`src/rtl/sfr_pkg.sv`:
```
`default_nettype none

package sfr_pkg;

    localparam int CharW    = 8;
    localparam int LenW     = 4;
    localparam int WordW    = 64;
    localparam int MaxChars = 8;
    localparam int CfgIdxW  = 2;

    typedef logic [CharW-1:0]   char_t;
    typedef logic [LenW-1:0]    len_t;
    typedef logic [WordW-1:0]   word_t;
    typedef logic [CfgIdxW-1:0] cfg_idx_t;

    localparam cfg_idx_t CfgPatternBytes = 2'd0;
    localparam cfg_idx_t CfgPatternLen   = 2'd1;
    localparam cfg_idx_t CfgReplaceBytes = 2'd2;
    localparam cfg_idx_t CfgReplaceLen   = 2'd3;

endpackage

`default_nettype wire

```
`src/rtl/sfr_if.sv`:
```
`default_nettype none

interface sfr_in_if;
    logic          valid;
    logic          ready;
    sfr_pkg::char_t in_byte;
    logic          in_last;

    modport source (output valid, output in_byte, output in_last, input ready);
    modport sink   (input valid, input in_byte, input in_last, output ready);
endinterface

interface sfr_out_if;
    logic          valid;
    logic          ready;
    sfr_pkg::char_t out_byte;
    logic          out_has_byte;
    logic          out_last;

    modport source (output valid, output out_byte, output out_has_byte, output out_last,
                    input ready);
    modport sink   (input valid, input out_byte, input out_has_byte, input out_last,
                    output ready);
endinterface

`default_nettype wire

```
`src/rtl/stream_find_and_replace.sv`:
```
`default_nettype none

// Streaming find-and-replace on a byte string. Each input transaction carries one
// character and a flag on the final one; every non-overlapping occurrence of the
// configured pattern (leftmost first) is replaced by the configured replacement.
// A new character is accepted every cycle as long as each one yields at most one
// output transaction and the output is not stalled; a character that completes a
// match, or the final character, can yield up to eight, and the input is held off
// while they drain from the result buffer, one per cycle unless the output stalls.
// If the final character leaves nothing to emit, a marker transaction with
// out_has_byte low and out_last high ends the string. A pattern length of zero
// passes the text through. Write configuration only while the block is idle; any
// write drops the characters held in the match window.
module stream_find_and_replace #(
    parameter int MAX_PATTERN = 8,
    parameter int MAX_REPLACE = 8
) (
    input  wire logic              clk,
    input  wire logic              rst_n,
    input  wire logic              cfg_wr_en,
    input  wire sfr_pkg::cfg_idx_t cfg_index,
    input  wire sfr_pkg::word_t    cfg_data,
    sfr_in_if.sink                 in_ch,
    sfr_out_if.source              out_ch
);
    import sfr_pkg::*;

    localparam int Win      = (MAX_PATTERN < MaxChars) ? MAX_PATTERN : MaxChars;
    localparam int RCap     = (MAX_REPLACE < MaxChars) ? MAX_REPLACE : MaxChars;
    localparam int ResDepth = (Win > RCap) ? ((Win > 1) ? Win : 1) : ((RCap > 1) ? RCap : 1);
    localparam int FW       = $clog2(Win + 1);
    localparam int CW       = $clog2(ResDepth + 1);

    word_t pattern_reg;
    len_t  pattern_len_reg;
    word_t replace_reg;
    len_t  replace_len_reg;

    char_t         win_reg  [Win];
    char_t         win_next [Win];
    logic [FW-1:0] fill_reg;
    logic [FW-1:0] fill_next;

    char_t         res_reg  [ResDepth];
    char_t         res_next [ResDepth];
    logic [CW-1:0] count_reg;
    logic [CW-1:0] count_next;
    logic          marker_reg;
    logic          marker_next;
    logic          last_reg;
    logic          last_next;

    len_t          plen;
    len_t          rlen;
    logic [FW-1:0] plen_f;
    logic [FW-1:0] fill_eff;
    logic [FW-1:0] fill_new;
    char_t         wnew [Win];
    logic          full;
    logic          same;
    logic          pass;
    logic          accept;
    logic          pop;

    // effective lengths, clipped to what the hardware holds
    assign plen   = (pattern_len_reg > len_t'(Win)) ? len_t'(Win) : pattern_len_reg;
    assign rlen   = (replace_len_reg > len_t'(RCap)) ? len_t'(RCap) : replace_len_reg;
    assign plen_f = FW'(plen);
    assign pass   = (plen == '0);

    assign pop          = out_ch.valid && out_ch.ready;
    assign in_ch.ready  = (count_reg == '0) || ((count_reg == CW'(1)) && out_ch.ready);
    assign accept       = in_ch.valid && in_ch.ready;

    assign out_ch.valid        = (count_reg != '0);
    assign out_ch.out_byte     = res_reg[0];
    assign out_ch.out_has_byte = !marker_reg;
    assign out_ch.out_last     = last_reg && (count_reg == CW'(1));

    assign fill_eff = (fill_reg >= plen_f) ? '0 : fill_reg;
    assign fill_new = fill_eff + FW'(1);
    assign full     = (fill_new == plen_f);

    always_comb
    begin
        for (int i = 0; i < Win; i++)
        begin
            wnew[i] = (FW'(i) == fill_eff) ? in_ch.in_byte : win_reg[i];
        end
    end

    // parallel window compare
    always_comb
    begin
        same = 1'b1;
        for (int i = 0; i < Win; i++)
        begin
            if ((len_t'(i) < plen) && (wnew[i] != pattern_reg[CharW*i +: CharW]))
            begin
                same = 1'b0;
            end
        end
    end

    // window update
    always_comb
    begin
        win_next  = win_reg;
        fill_next = fill_reg;
        if (accept && !pass)
        begin
            win_next  = wnew;
            fill_next = fill_new;
            if (full)
            begin
                if (same)
                begin
                    fill_next = '0;
                end
                else
                begin
                    for (int i = 0; i < Win - 1; i++)
                    begin
                        win_next[i] = wnew[i + 1];
                    end
                    fill_next = plen_f - FW'(1);
                end
            end
            if (in_ch.in_last)
            begin
                fill_next = '0;
            end
        end
        if (cfg_wr_en)
        begin
            fill_next = '0;
        end
    end

    // result buffer: load on accept, shift on each output transaction
    always_comb
    begin
        res_next    = res_reg;
        count_next  = count_reg;
        marker_next = marker_reg;
        last_next   = last_reg;
        if (pop)
        begin
            for (int k = 0; k < ResDepth - 1; k++)
            begin
                res_next[k] = res_reg[k + 1];
            end
            res_next[ResDepth-1] = '0;
            count_next = count_reg - CW'(1);
        end
        if (accept)
        begin
            marker_next = 1'b0;
            last_next   = in_ch.in_last;
            for (int k = 0; k < ResDepth; k++)
            begin
                res_next[k] = '0;
            end
            if (pass)
            begin
                res_next[0] = in_ch.in_byte;
                count_next  = CW'(1);
            end
            else if (full && same)
            begin
                for (int k = 0; k < ResDepth; k++)
                begin
                    if (k < RCap)
                    begin
                        res_next[k] = replace_reg[CharW*k +: CharW];
                    end
                end
                count_next = CW'(rlen);
            end
            else
            begin
                for (int k = 0; k < ResDepth; k++)
                begin
                    if (k < Win)
                    begin
                        res_next[k] = wnew[k];
                    end
                end
                if (in_ch.in_last)
                begin
                    count_next = CW'(fill_new);
                end
                else if (full)
                begin
                    count_next = CW'(1);
                end
                else
                begin
                    count_next = '0;
                end
            end
            if (in_ch.in_last && (count_next == '0))
            begin
                res_next[0] = '0;
                count_next  = CW'(1);
                marker_next = 1'b1;
            end
        end
    end

    always_ff @(posedge clk or negedge rst_n)
    begin
        if (!rst_n)
        begin
            pattern_reg     <= '0;
            pattern_len_reg <= '0;
            replace_reg     <= '0;
            replace_len_reg <= '0;
        end
        else if (cfg_wr_en)
        begin
            unique case (cfg_index)
                CfgPatternBytes: pattern_reg     <= cfg_data;
                CfgPatternLen:   pattern_len_reg <= cfg_data[LenW-1:0];
                CfgReplaceBytes: replace_reg     <= cfg_data;
                CfgReplaceLen:   replace_len_reg <= cfg_data[LenW-1:0];
                default: ;
            endcase
        end
    end

    always_ff @(posedge clk or negedge rst_n)
    begin
        if (!rst_n)
        begin
            fill_reg   <= '0;
            count_reg  <= '0;
            marker_reg <= 1'b0;
            last_reg   <= 1'b0;
        end
        else
        begin
            fill_reg   <= fill_next;
            count_reg  <= count_next;
            marker_reg <= marker_next;
            last_reg   <= last_next;
        end
    end

    always_ff @(posedge clk)
    begin
        win_reg <= win_next;
        res_reg <= res_next;
    end

endmodule

`default_nettype wire

```
`src/flat_wrapper.sv`:
```
// flat-port wrapper written by rule: the top's interface ports become plain ports
module stream_find_and_replace_flat import sfr_pkg::*;
#(
    parameter int MAX_PATTERN = 8,
    parameter int MAX_REPLACE = 8
)
  (clk, rst_n, cfg_wr_en, cfg_index, cfg_data, in_ch_valid, in_ch_in_byte, in_ch_in_last, in_ch_ready, out_ch_valid, out_ch_out_byte, out_ch_out_has_byte, out_ch_out_last, out_ch_ready);
  sfr_in_if in_ch_i ();
  sfr_out_if out_ch_i ();
  input  wire logic clk;
  input  wire logic rst_n;
  input  wire logic cfg_wr_en;
  input  wire sfr_pkg::cfg_idx_t cfg_index;
  input  wire sfr_pkg::word_t cfg_data;
  input wire logic [$bits(in_ch_i.valid)-1:0] in_ch_valid;
  input wire logic [$bits(in_ch_i.in_byte)-1:0] in_ch_in_byte;
  input wire logic [$bits(in_ch_i.in_last)-1:0] in_ch_in_last;
  output wire logic [$bits(in_ch_i.ready)-1:0] in_ch_ready;
  output wire logic [$bits(out_ch_i.valid)-1:0] out_ch_valid;
  output wire logic [$bits(out_ch_i.out_byte)-1:0] out_ch_out_byte;
  output wire logic [$bits(out_ch_i.out_has_byte)-1:0] out_ch_out_has_byte;
  output wire logic [$bits(out_ch_i.out_last)-1:0] out_ch_out_last;
  input wire logic [$bits(out_ch_i.ready)-1:0] out_ch_ready;
  assign in_ch_i.valid = in_ch_valid;
  assign in_ch_i.in_byte = in_ch_in_byte;
  assign in_ch_i.in_last = in_ch_in_last;
  assign in_ch_ready = in_ch_i.ready;
  assign out_ch_valid = out_ch_i.valid;
  assign out_ch_out_byte = out_ch_i.out_byte;
  assign out_ch_out_has_byte = out_ch_i.out_has_byte;
  assign out_ch_out_last = out_ch_i.out_last;
  assign out_ch_i.ready = out_ch_ready;
  stream_find_and_replace #(.MAX_PATTERN(MAX_PATTERN), .MAX_REPLACE(MAX_REPLACE)) u_core (.clk(clk), .rst_n(rst_n), .cfg_wr_en(cfg_wr_en), .cfg_index(cfg_index), .cfg_data(cfg_data), .in_ch(in_ch_i), .out_ch(out_ch_i));
endmodule
```
`config.mk`:
```
export PLATFORM = sky130hd
export DESIGN_NAME = stream_find_and_replace_flat
export DESIGN_NICKNAME = d
export VERILOG_FILES = /design/src/rtl/sfr_pkg.sv /design/src/rtl/sfr_if.sv /design/src/rtl/stream_find_and_replace.sv /design/src/flat_wrapper.sv
export SDC_FILE = /design/constraint.sdc
export NUM_CORES = 1
export LEC_CHECK = 0
export BUFFER_PORTS_ARGS = -buffer_cell sky130_fd_sc_hd__buf_2
export CORE_MARGIN = 2
export CORE_UTILIZATION = 58
export CTS_BUF_LIST = sky130_fd_sc_hd__clkbuf_4
export CTS_CLUSTER_DIAMETER = 50
export CTS_CLUSTER_SIZE = 24
export DETAILED_ROUTE_END_ITERATION = 8
export GPL_TIMING_DRIVEN = 1
export PLACE_DENSITY = 0.77
export SLEW_MARGIN = 10
export SYNTH_ARGS = -nofsm -noshare
export SYNTH_HDL_FRONTEND = slang
export SYNTH_SLANG_ARGS = --single-unit
```
`constraint.sdc`:
```
create_clock -name clk -period 6.9 [get_ports clk]
set_clock_uncertainty 0.15 [all_clocks]
set_input_delay 1.38 -clock clk [delete_from_list [all_inputs] [get_ports clk]]
set_output_delay 1.38 -clock clk [all_outputs]
set_load 0.02 [all_outputs]
```
* Word level (Yosys, flattened, before mapping) *
Index checks and enable logic that the tools add are counted.

storage, ports and cells
  register bits = 274

operators by class
  $add $sub $neg = 3
  magnitude comparators = 11
  equality and inequality tests = 20
  multiplexer cells = 41
  reductions and logical operators = 30

operators with widths
  kind                                                count
  2-to-1 mux 64 bit                                   3
  2-to-1 mux 56 bit                                   3
  2-to-1 mux 8 bit                                    10
  inequality test 8 bit                               8
  2-to-1 mux 4 bit                                    15
  == test 3 x 4 -> 1 bit (first input constant)       4
  zero test 4 bit                                     4
  < comparator 3 x 4 -> 1 bit (first input constant)  4
  logical AND 1 bit                                   15
  2-to-1 mux 1 bit                                    10
  == test 2 x 4 -> 1 bit (first input constant)       2
  > comparator 4 bit (second input constant)          2
  < comparator 1 x 4 -> 1 bit (first input constant)  2
  < comparator 2 x 4 -> 1 bit (first input constant)  2
  AND reduction 2 bit                                 4
  subtractor 4 x 1 -> 4 bit (second input constant)   2
  adder 4 x 1 -> 4 bit (second input constant)        1
  == test 1 x 4 -> 1 bit (first input constant)       1
  == test 2 bit (second input constant)               2
  == test 4 x 1 -> 1 bit (second input constant)      1
  == test 4 bit                                       1
  >= comparator 4 bit                                 1
  nonzero test 2 bit                                  2
  nonzero test 4 bit                                  1
  other kinds (4)                                     5

* Longest topological paths before layout *
Gate-level depths: netlist of the first run.

  depth after elaboration = 24
  gate-level depth with buffers = 17

* Worst setup path after synthesis of the first run *
Ideal clock, no wire load.

  path type = input to register
  from = in out_ch_ready
  to = reg u_core.win_reg[0] (netlist name) (enable)
  setup time = 454 ps
  arrival time = 4560 ps
  required time = 6296 ps
  path slack = 1736 ps
  stages on the path = 7
  path buffers = 2
  path through = a21oi_1 > nor3_1 > and2_1 > nand2_1 > clkbuf_1 > inv_1 > clkbuf_1

on the way
  longest elaborated chain between the ends = 4

RTL lines
  element                 line                            text
  start: declaration      flat_wrapper.sv:23              input wire logic [$bits(out_ch_i.ready)-1:0] out_ch_ready;
  logical AND 1 bit       stream_find_and_replace.sv:72   assign in_ch.ready = (count_reg == '0) || ((count_reg == CW'(1)) && out_ch.ready);
  logical OR 1 bit        stream_find_and_replace.sv:72
  via in_ch_ready         flat_wrapper.sv:18              output wire logic [$bits(in_ch_i.ready)-1:0] in_ch_ready;
  logical AND 1 bit       stream_find_and_replace.sv:73   assign accept = in_ch.valid && in_ch.ready;
  logical AND 1 bit       stream_find_and_replace.sv:110  if (accept && !pass)
  end signal: assignment  stream_find_and_replace.sv:252  win_reg <= win_next;
  end: declaration        stream_find_and_replace.sv:39   char_t win_reg [Win];

The timed path passes the listed nets, and every way through them passes these cells.
A chain may end at the register's enable or synchronous reset.

==> reports/metrics.yaml, run 1 <==
pwr:
  ir_worst_vdd_mv: 0.215
  p_leak_uw: 0.00596
  p_switching_uw: 1620
  clkPwrFrac: 0.212
  seqPwrFrac: 0.524
  p_int_uw: 3120
  power.density_nw_per_um2: 307
  p_comb_frac: 0.264
  swShare: 0.342
synth:
  yosysSeqAreaShare: 0.522
  synth_edf_count: 128
  ys.flop_type: "dfrtp_1"
  yosys_register_bits: 274
  syn_area_um2: 14400
  ys_types: 62
  ys_warn_count: 0
  async_reset_ff_frac: 0.533
  synth_top_area_cell: "edfxtp_1"
  synth_area_per_cell_um2: 11.6
  yosys.area.top_type_share: 0.267
  synth.area.top_cells: "edfxtp_1, dfrtp_1, mux2_2"
  syn_nets: 1334
  synth_cells: 1244
floorplanning:
  rows: 57
  die-area_um2: 26100
  ios: 92
  die_h_um: 161
  die_w_um: 161
  core_area_um2: 24300
  initial_core_util: 0.591
setup_path:
  r2r_cells: 14
  endpoint_kind: "flip-flop"
  cp.arrival_ps: 5690
  required_ps: 7200
  path_max_fanout: 12
  rr_endpoint: "u_core.out_ch.out_byte[6]"
  cp-start-kind: "flip-flop"
  worst-setup-path-type: "flip-flop to flip-flop"
  worst-r2r-setup-slack_ps: 1510
  r2r-start: "u_core.pattern_len_reg[3]"
global_routing:
  grt_max_degree: 89
  grt_overflow_total: 0
  use_met2: 0.467
  grt_busiest_layer: "met2"
  use_met1: 0.375
  grt_usage: 0.275
  antenna_found_initial: 1
  met3_usage: 0.0344
  grt_pass1_wl_mm: 55.6
  grt_pass1_vias: 9827
drt:
  drc_errors: 0
  wl_per_cell_um: 21.8
  vias: 9971
  wl_mm: 35.8
  dr.pass1.iters: 5
  drt_iter0_drc: 821
  vias_per_cell: 6.08
  antenna_left: 0
final_layout:
  layout.nets: 1385
  fin_util: 0.636
  drive_gt1_frac: 0.246
  area_growth_syn_to_layout_pct: 7.62
  fillCellCount: 1913
timing:
  relSlewSlack: 0.299
  tightest_slew_ps: 1050
  fmax_mhz: 185
  finalCritPeriodShare: 0.782
  tns_ps: 0
  final-max-slew-violation-count: 0
  rsz0062_at_grt: "false"
  final_hold_viol_count: 0
  setup_viol: 0
  min_period_ps: 5390
clock_tree:
  cts_setup_buffers: 0
  ctsHoldBuffers: 0
  cts_buffers: 27
  cts.path.max_buffers: 3
  cts_tree: "built"
  clock_sinks: 274
  cts_resized: 0
  path_clk_slew_ps: 170
  cts_root_buf: "clkbuf_4"
  worstSkewPairLatency_ps: 750
  htreeDepth: 1
placement:
  place_congestion: 0.932
  place_hpwl_mm: 24.5
  io_buffers: 91
hold_path:
  hold_path_depth: 2
  hold_class: "flip-flop to flip-flop"
  min_to: "u_core.last_reg"
  min_from: "u_core.last_reg"
outcome:
  status: "finished clean"
flow_run:
  drv_cap: 0
[per-stage QoR]
| step | setup WS (ps) | instance area, um^2 | power (uW) | instances | hold WS (ps) |
|---|---|---|---|---|---|
| after floorplan | 1740 | 14400 | 3350 | 1244 | 289 |
| after global placement | 1480 | 15000 | 3720 | 1590 | 321 |
| after detailed placement | 1490 | 15000 | 3770 | 1590 | 332 |
| after CTS | 1540 | 15500 | 4760 | 1640 | 373 |
| after global routing | 1150 | 15500 | 4980 | 1641 | 394 |
| final | 1510 | 15500 | 4750 | 1641 | 376 |
[power by group through the flow]
stage	Sequential [uW]	Clock, uW	Combinational [uW]
3_3_place_gp	2510	0	1210
2_1_floorplan	2410	0	937
4_1_cts	2480	1030	1250
3_5_place_dp	2520	0	1250
5_1_grt	2520	1080	1370
6_report	2490	1000	1250
[kinds of logic (layout without fill, tap and decap cells)]
kind of cell             count (synthesis)  in the layout  synth area share
AO/OA/AOI/OAI                          214            214            0.0919
buffers and inverters                  104            176            0.0324
flip-flops                             274            274             0.522
AND/OR/NAND/NOR                        284            284            0.0926
XOR/XNOR                               112            112            0.0683
adder cells (fa/ha/maj)                 10             10           0.00871
other                                    0              1                 0
multiplexers                           246            246             0.184
[area by class of cell]
cell class	count	area (um^2)	area share
well taps	324	405	0.0262
inverters	22	82.6	0.00534
diodes	1	2.50	0.000162
clock inverters	22	273	0.0176
flip-flops and latches	274	7500	0.485
clock buffers	28	210	0.0136
multi-input cells	866	6420	0.415
repair buffers	104	572	0.0370
[worst max-delay path, cell delays in order, from the launching register on]
cell      delay [ps]
dfrtp_1          480
inv_1            180
nand2_1          170
inv_1            210
ha_1             300
nor3b_4          340
o211a_1          270
nand2_1          330
o311ai_0         680
a41oi_1          180
a21boi_1         190
nor4b_4          570
mux2_2           420
nor2_1           500
a211oi_1         130
[synthesized netlist by cell type (8+ instances only)]
library cell  instances
mux2_2              151
dfrtp_1             146
edfxtp_1            128
nor2_1               99
mux2i_1              95
nand2_1              87
a21oi_1              78
xnor2_1              73
o21ai_0              60
clkbuf_1             50
xor2_1               39
inv_1                22
nand4_1              19
buf_2                15
buf_4                15
nand3_1              15
a211oi_1             11
ha_1                 10
nor4_1               10
a22o_1                9
and2_1                9
nor3_1                9
a221oi_1              8
[worst max path at each step]
stage                                    startpoint                        end  slack (ps)  cells past startpoint
after detailed placement           in_ch_in_byte[5]  u_core.out_ch.out_byte[2]        1490                     12
after floorplan                        out_ch_ready          u_core.win_reg[0]        1740                      7
after CTS                 u_core.pattern_len_reg[3]  u_core.out_ch.out_byte[6]        1540                     14
after global placement             in_ch_in_byte[5]  u_core.out_ch.out_byte[7]        1480                     12
after global routing      u_core.pattern_len_reg[3]  u_core.out_ch.out_byte[6]        1150                     14
final                     u_core.pattern_len_reg[3]  u_core.out_ch.out_byte[6]        1510                     14
[placed cells by master, fill, tap and decap left out, types with 6 or more instances in the layout]
cell	n
mux2_2	150
dfrtp_1	146
edfxtp_1	128
nor2_1	99
mux2i_1	95
buf_2	90
nand2_1	85
a21oi_1	78
xnor2_1	73
o21ai_0	60
xor2_1	39
clkbuf_4	28
inv_1	21
nand4_1	19
nand3_1	15
buf_4	12
a211oi_1	11
nor4_1	10
ha_1	10
and2_1	9
nor3_1	9
a22o_1	9
a221oi_1	8
and3_1	6
o21ai_1	6
[layer usage]
metal  part of all wire  routed length [um]
met1               0.43               15400
met2               0.49               17500
met3              0.054                1920
met4              0.029                1040
met5                  0                   0
Power figures use the tool's default switching activity.
==> run 2: changes to the inputs <==
==> constraint.sdc (replaced) <==
create_clock -name clk -period 5 [get_ports clk]
set_clock_uncertainty 0.15 [all_clocks]
set_input_delay 1 -clock clk [delete_from_list [all_inputs] [get_ports clk]]
set_output_delay 1 -clock clk [all_outputs]
set_load 0.02 [all_outputs]
==> run 2 against run 1 <==
Sequential share of layout area down 1.0 points. Via count increased by 2.3%. Register-to-register slack worse by 1200 ps. Largest cell class unchanged. Critical path depth is 3 higher. Highest routed layer unchanged. Utilization grew 1.4 points. Cell count is 2.2% higher. Routed wire length grew 4.1%. Fmax up 15%.
==> reports/metrics.yaml, run 2 (same netlist as run 1, synthesis figures left out) <==
drt:
  dr.pass1.iters: 7  # +2
  wl_mm: 37.3  # +4.1%
  vias: 10200  # +2.3%
  wl_per_cell_um: 22.2  # +1.8%
  vias_per_cell: 6.08  # about the same
  drc_errors: 0  # unchanged
  drt_iter0_drc: 888  # +8.2%
  antenna_left: 0  # unchanged
pwr:
  p_comb_frac: 0.272  # +0.008
  ir_worst_vdd_mv: 0.263  # +23%
  power.density_nw_per_um2: 416  # +36%
  p_int_uw: 4310  # +38%
  swShare: 0.345  # +0.00274
  clkPwrFrac: 0.209  # -0.003
  p_leak_uw: 0.00614  # +3.0%
  p_switching_uw: 2270  # +40%
  seqPwrFrac: 0.519  # -0.005
final_layout:
  area_growth_syn_to_layout_pct: 9.93
  mostFrequentLayoutCells: "mux2_2, dfrtp_1, edfxtp_1"
  final_common_cell: "mux2_2"
  stdcell_count: 1677  # +2.2%
  layout.nets: 1419  # +2.5%
  drive_gt1_frac: 0.268  # +0.0223
timing:
  min_period_ps: 4700  # -699 ps
  final_hold_viol_count: 0  # unchanged
  tightest_slew_ps: 1070  # +23.0 ps
  relSlewSlack: 0.284  # -0.0153
  fmax_mhz: 213  # +15%
  finalCritPeriodShare: 0.939  # +0.157
  final-max-slew-violation-count: 0  # unchanged
  tns_ps: 0  # unchanged
  setup_viol: 0  # unchanged
  rsz0062_at_grt: "false"
  fin_ws_ps: 305  # -1200 ps
setup_path:
  rr_endpoint: "u_core.res_reg[13]"
  path_max_fanout: 30  # +18
  worst-r2r-setup-slack_ps: 300  # -1200 ps
  worst-setup-path-type: "flip-flop to flip-flop"
  cp-start-kind: "flip-flop"
  cp.arrival_ps: 5030  # -660 ps
  required_ps: 5330  # -1870 ps
  r2r_cells: 17  # +3
  r2r-start: "u_core.pattern_len_reg[3]"
  endpoint_kind: "flip-flop"
global_routing:
  grt_max_degree: 79  # -11%
  antenna_found_initial: 1  # unchanged
  grt_pass1_vias: 10300  # +5.1%
  grt_pass1_wl_mm: 58.0  # +4.4%
  grt_usage: 0.288  # +0.0128
  grt_overflow_total: 0  # unchanged
clock_tree:
  htreeDepth: 1  # unchanged
  cts_resized: 0  # unchanged
  cts_root_buf: "clkbuf_4"
  worstSkewPairLatency_ps: 760  # about the same
  cts_buffers: 29  # +7.4%
  cts.path.max_buffers: 3  # unchanged
  path_clk_slew_ps: 160  # about the same
  ctsHoldBuffers: 0  # unchanged
  cts_tree: "built"
  clock_sinks: 274  # unchanged
  cts_setup_buffers: 0  # unchanged
floorplanning:
  initial_core_util: 0.591  # unchanged
  rows: 57  # unchanged
  core_area_um2: 24300  # unchanged
  ios: 92  # unchanged
  die-area_um2: 26100  # unchanged
  die_w_um: 161  # unchanged
  die_h_um: 161  # unchanged
flow_run:
  drv_cap: 0  # unchanged
placement:
  place_hpwl_mm: 25.8  # +5.4%
  place_congestion: 0.980  # +5.2%
  io_buffers: 91  # unchanged
  placedCellCount: 1622  # +2.0%
  pre_cts_slack_ps: 267  # -1220 ps
outcome:
  status: "finished clean"
hold_path:
  hold_class: "input port to async pin"
-- run 2: cell types whose count changed in the layout (fill, tap and decap cells not counted), moves of 2 or more --
cell | previous run | this run
buf_4 | 12 | 39
buf_12 | 1 | 6
clkbuf_4 | 28 | 32
clkinv_4 | 1 | 5
inv_8 | 5 | 1
clkinvlp_4 | 0 | 3
clkinv_1 | 2 | 0
-- run 2: worst max path at each step --
stage | from | endpoint | slack, ps | cells past startpoint
final | u_core.pattern_len_reg[3] | u_core.res_reg[13] | 300 | 17
after global routing | u_core.pattern_len_reg[3] | u_core.res_reg[13] | 10 | 17
after CTS | u_core.pattern_len_reg[3] | u_core.res_reg[13] | 240 | 17
after detailed placement | u_core.pattern_len_reg[3] | u_core.res_reg[13] | 270 | 17
after global placement | u_core.pattern_len_reg[3] | u_core.res_reg[20] | 370 | 17
after floorplan | out_ch_ready | u_core.win_reg[0] | 220 | 7
-- run 2: critical path: stages, from the launching register on --
cell and delay [ps]:
dfrtp_1 470, inv_1 200, nand2_1 170, inv_1 210, ha_1 310, or3b_1 450, a211oi_4 300, nand3_1 160
and3_1 200, a211oi_1 380, o2111ai_2 260, nor4b_4 290, buf_4 180, buf_4 200, buf_12 190, nor2_1 70
a21oi_1 150, o21ai_0 100
-- run 2: layer usage --
layer | part of all wire | vias up | routed length [um] | global-route usage
met3 | 0.052 | 83 | 1950 | 0.0321
met5 | 0 | - | 0 | 0
met2 | 0.49 | 359 | 18300 | 0.496
met4 | 0.035 | 0 | 1310 | 0.0942
li1 | - | 4671 | - | -
met1 | 0.42 | 5085 | 15800 | 0.384
-- run 2: cell type report --
class,instances,area [um^2]
Antenna cell,1,2.50
Clock buffer,32,240
Clock inverter,22,254
Fill cell,1983,8520
Inverter,22,82.6
Multi-Input combinational cell,866,6440
Sequential cell,274,7500
Tap cell,324,405
Timing Repair Buffer,136,875
-- run 2: per-stage QoR --
step | util | area, um^2 | hold slack (ps) | power, uW
2_1_floorplan | - | 14400 | 289 | 4620
3_3_place_gp | 0.628 | 15300 | 326 | 5150
3_5_place_dp | 0.628 | 15300 | 343 | 5230
4_1_cts | 0.649 | 15800 | 146 | 6580
5_1_grt | 0.650 | 15800 | 177 | 6890
6_report | 0.650 | 15800 | 150 | 6570
-- run 2: power groups by stage --
stage | clock network, uW | registers [uW] | logic, uW
2_1_floorplan | 0 | 3330 | 1290
3_3_place_gp | 0 | 3440 | 1720
3_5_place_dp | 0 | 3450 | 1770
4_1_cts | 1390 | 3410 | 1780
5_1_grt | 1470 | 3460 | 1950
6_report | 1370 | 3410 | 1790
==> run 3: changes to the inputs <==
==> constraint.sdc (replaced) <==
create_clock -name clk -period 5.85 [get_ports clk]
set_clock_uncertainty 0.15 [all_clocks]
set_input_delay 1.17 -clock clk [delete_from_list [all_inputs] [get_ports clk]]
set_output_delay 1.17 -clock clk [all_outputs]
set_load 0.02 [all_outputs]
==> run 3 against run 2 <==
Worst hold slack gained 190 ps. Sequential cell count unchanged. Combinational power fell by 17%. Sequential share of layout area up 0.83 points. Critical endpoint is now u_core.out_ch.out_byte[1].
==> reports/metrics.yaml, run 3 (same netlist as run 1, synthesis figures left out) <==
outcome:
  status: "finished clean"
floorplanning:
  die_w_um: 161  # unchanged
  ios: 92  # unchanged
  die_h_um: 161  # unchanged
  initial_core_util: 0.591  # unchanged
  core_area_um2: 24300  # unchanged
  die-area_um2: 26100  # unchanged
  rows: 57  # unchanged
timing:
  rsz0062_at_grt: "false"
  final_hold_viol_count: 0  # unchanged
  finalCritPeriodShare: 0.900  # -0.0394
  fmax_mhz: 190  # -11%
  fin_ws_ps: 587  # +282 ps
  tns_ps: 0  # unchanged
  setup_viol: 0  # unchanged
  final-max-slew-violation-count: 0  # unchanged
  min_period_ps: 5260  # +568 ps
  relSlewSlack: 0.260  # -0.0234
  tightest_slew_ps: 1110  # +35.1 ps
pwr:
  ir_worst_vdd_mv: 0.216  # -18%
  power.density_nw_per_um2: 357  # -14%
  power_uw: 5540  # -16%
  p_leak_uw: 0.00599  # -2.5%
clock_tree:
  cts.path.max_buffers: 3  # unchanged
  clock_sinks: 274  # unchanged
  worstSkewPairLatency_ps: 760  # about the same
  cts_tree: "built"
  htreeDepth: 1  # unchanged
  path_clk_slew_ps: 150  # about the same
  cts_setup_buffers: 0  # unchanged
  cts_root_buf: "clkbuf_4"
  cts_resized: 0  # unchanged
  cts_buffers: 28  # -3.4%
  ctsHoldBuffers: 0  # unchanged
placement:
  place_area_um2: 15000  # -1.6%
  placedCellCount: 1597  # -1.5%
  io_buffers: 91  # unchanged
  place_hpwl_mm: 24.8  # -3.8%
  pre_cts_slack_ps: 683  # +417 ps
  place_congestion: 0.949  # -3.1%
global_routing:
  grt_usage: 0.280  # -0.00828
  antenna_found_initial: 1  # unchanged
  grt_max_degree: 109  # +38%
  grt_pass1_vias: 9984  # -3.3%
  grt_overflow_total: 0  # unchanged
  grt_pass1_wl_mm: 56.7  # -2.3%
drt:
  vias: 10000  # -1.5%
  drc_errors: 0  # unchanged
  wl_mm: 35.8  # -4.1%
  antenna_left: 0  # unchanged
  wl_per_cell_um: 21.7  # -2.6%
  vias_per_cell: 6.09  # about the same
  drt_iter0_drc: 748  # -16%
  dr.pass1.iters: 6  # -1
final_layout:
  drive_gt1_frac: 0.252  # -0.0164
  mostFrequentLayoutCells: "mux2_2, dfrtp_1, edfxtp_1"
  layout.nets: 1393  # -1.8%
  final_common_cell: "mux2_2"
  stdcell_count: 1651  # -1.6%
  area_growth_syn_to_layout_pct: 8.04
  final_cell_area_um2: 15500  # -1.7%
setup_path:
  worst-setup-path-type: "flip-flop to flip-flop"
  required_ps: 6170  # +840 ps
  cp.arrival_ps: 5580  # +550 ps
  path_max_fanout: 9  # -70%
  worst-r2r-setup-slack_ps: 590  # +280 ps
  r2r-start: "u_core.pattern_len_reg[3]"
  rr_endpoint: "u_core.out_ch.out_byte[1]"
  endpoint_kind: "flip-flop"
  r2r_cells: 15  # -2
  cp-start-kind: "flip-flop"
flow_run:
  drv_cap: 0  # unchanged
hold_path:
  hold_path_depth: 2
  hold_class: "flip-flop to flip-flop"
  min_to: "u_core.last_reg"
  min_from: "u_core.last_reg"
run 3: cell count changes in the layout (fill, tap and decap cells not counted), moves of 3 or more:
cell	previous run	this run
bufinv_16	3	0
inv_8	1	6
clkinv_8	2	9
clkinv_4	5	1
clkbuf_4	32	29
buf_12	6	1
buf_4	39	19
run 3: through the flow:
stage | utilization | hold WS (ps)
6_report | 0.638 | 345
4_1_cts | 0.638 | 344
3_3_place_gp | 0.618 | 307
2_1_floorplan | - | 289
3_5_place_dp | 0.618 | 310
5_1_grt | 0.638 | 391
run 3: metal layers:
layer / share of wire / wire length, um / global-route usage
met5: 0 / 0 / 0
met4: 0.029 / 1050 / 0.0779
met3: 0.058 / 2090 / 0.0265
met2: 0.49 / 17500 / 0.474
met1: 0.42 / 15100 / 0.389
run 3: worst max-delay path by stage:
stage                              startpoint                         to  slack [ps]  cells after the start
floorplan                        out_ch_ready          u_core.win_reg[0]         900                      7
global placement    u_core.pattern_len_reg[3]  u_core.out_ch.out_byte[7]         840                     15
detailed placement  u_core.pattern_len_reg[3]  u_core.out_ch.out_byte[2]         680                     15
CTS                 u_core.pattern_len_reg[3]  u_core.out_ch.out_byte[1]         660                     15
global route        u_core.pattern_len_reg[3]  u_core.out_ch.out_byte[1]         280                     14
finish              u_core.pattern_len_reg[3]  u_core.out_ch.out_byte[1]         590                     15
run 3: final cells by class:
class / instances / area, um^2
Fill cell: 1933 / 8790
Sequential cell: 274 / 7500
Multi-Input combinational cell: 866 / 6420
Timing Repair Buffer: 111 / 624
Tap cell: 324 / 405
Clock inverter: 23 / 270
Clock buffer: 29 / 218
Inverter: 22 / 82.6
Antenna cell: 2 / 5.00
run 3: worst max-delay path: stages (launching register included):
cell	delay, ps
dfrtp_1	470
inv_1	180
nand2_1	160
inv_1	200
ha_1	300
nor3b_4	340
o211ai_2	200
nor3_1	170
buf_4	230
o21ai_1	100
a2111oi_0	770
a31oi_1	290
nor4b_4	470
mux2_2	400
nor2_1	460
a211oi_1	80
run 3: power by group:
part	internal, uW	total, uW	leakage [uW]	switching (uW)
clock network	329	1130	0.000259	798
logic	611	1480	0.00280	871
registers	2610	2930	0.00293	318
total	3550	5540	0.00599	1990
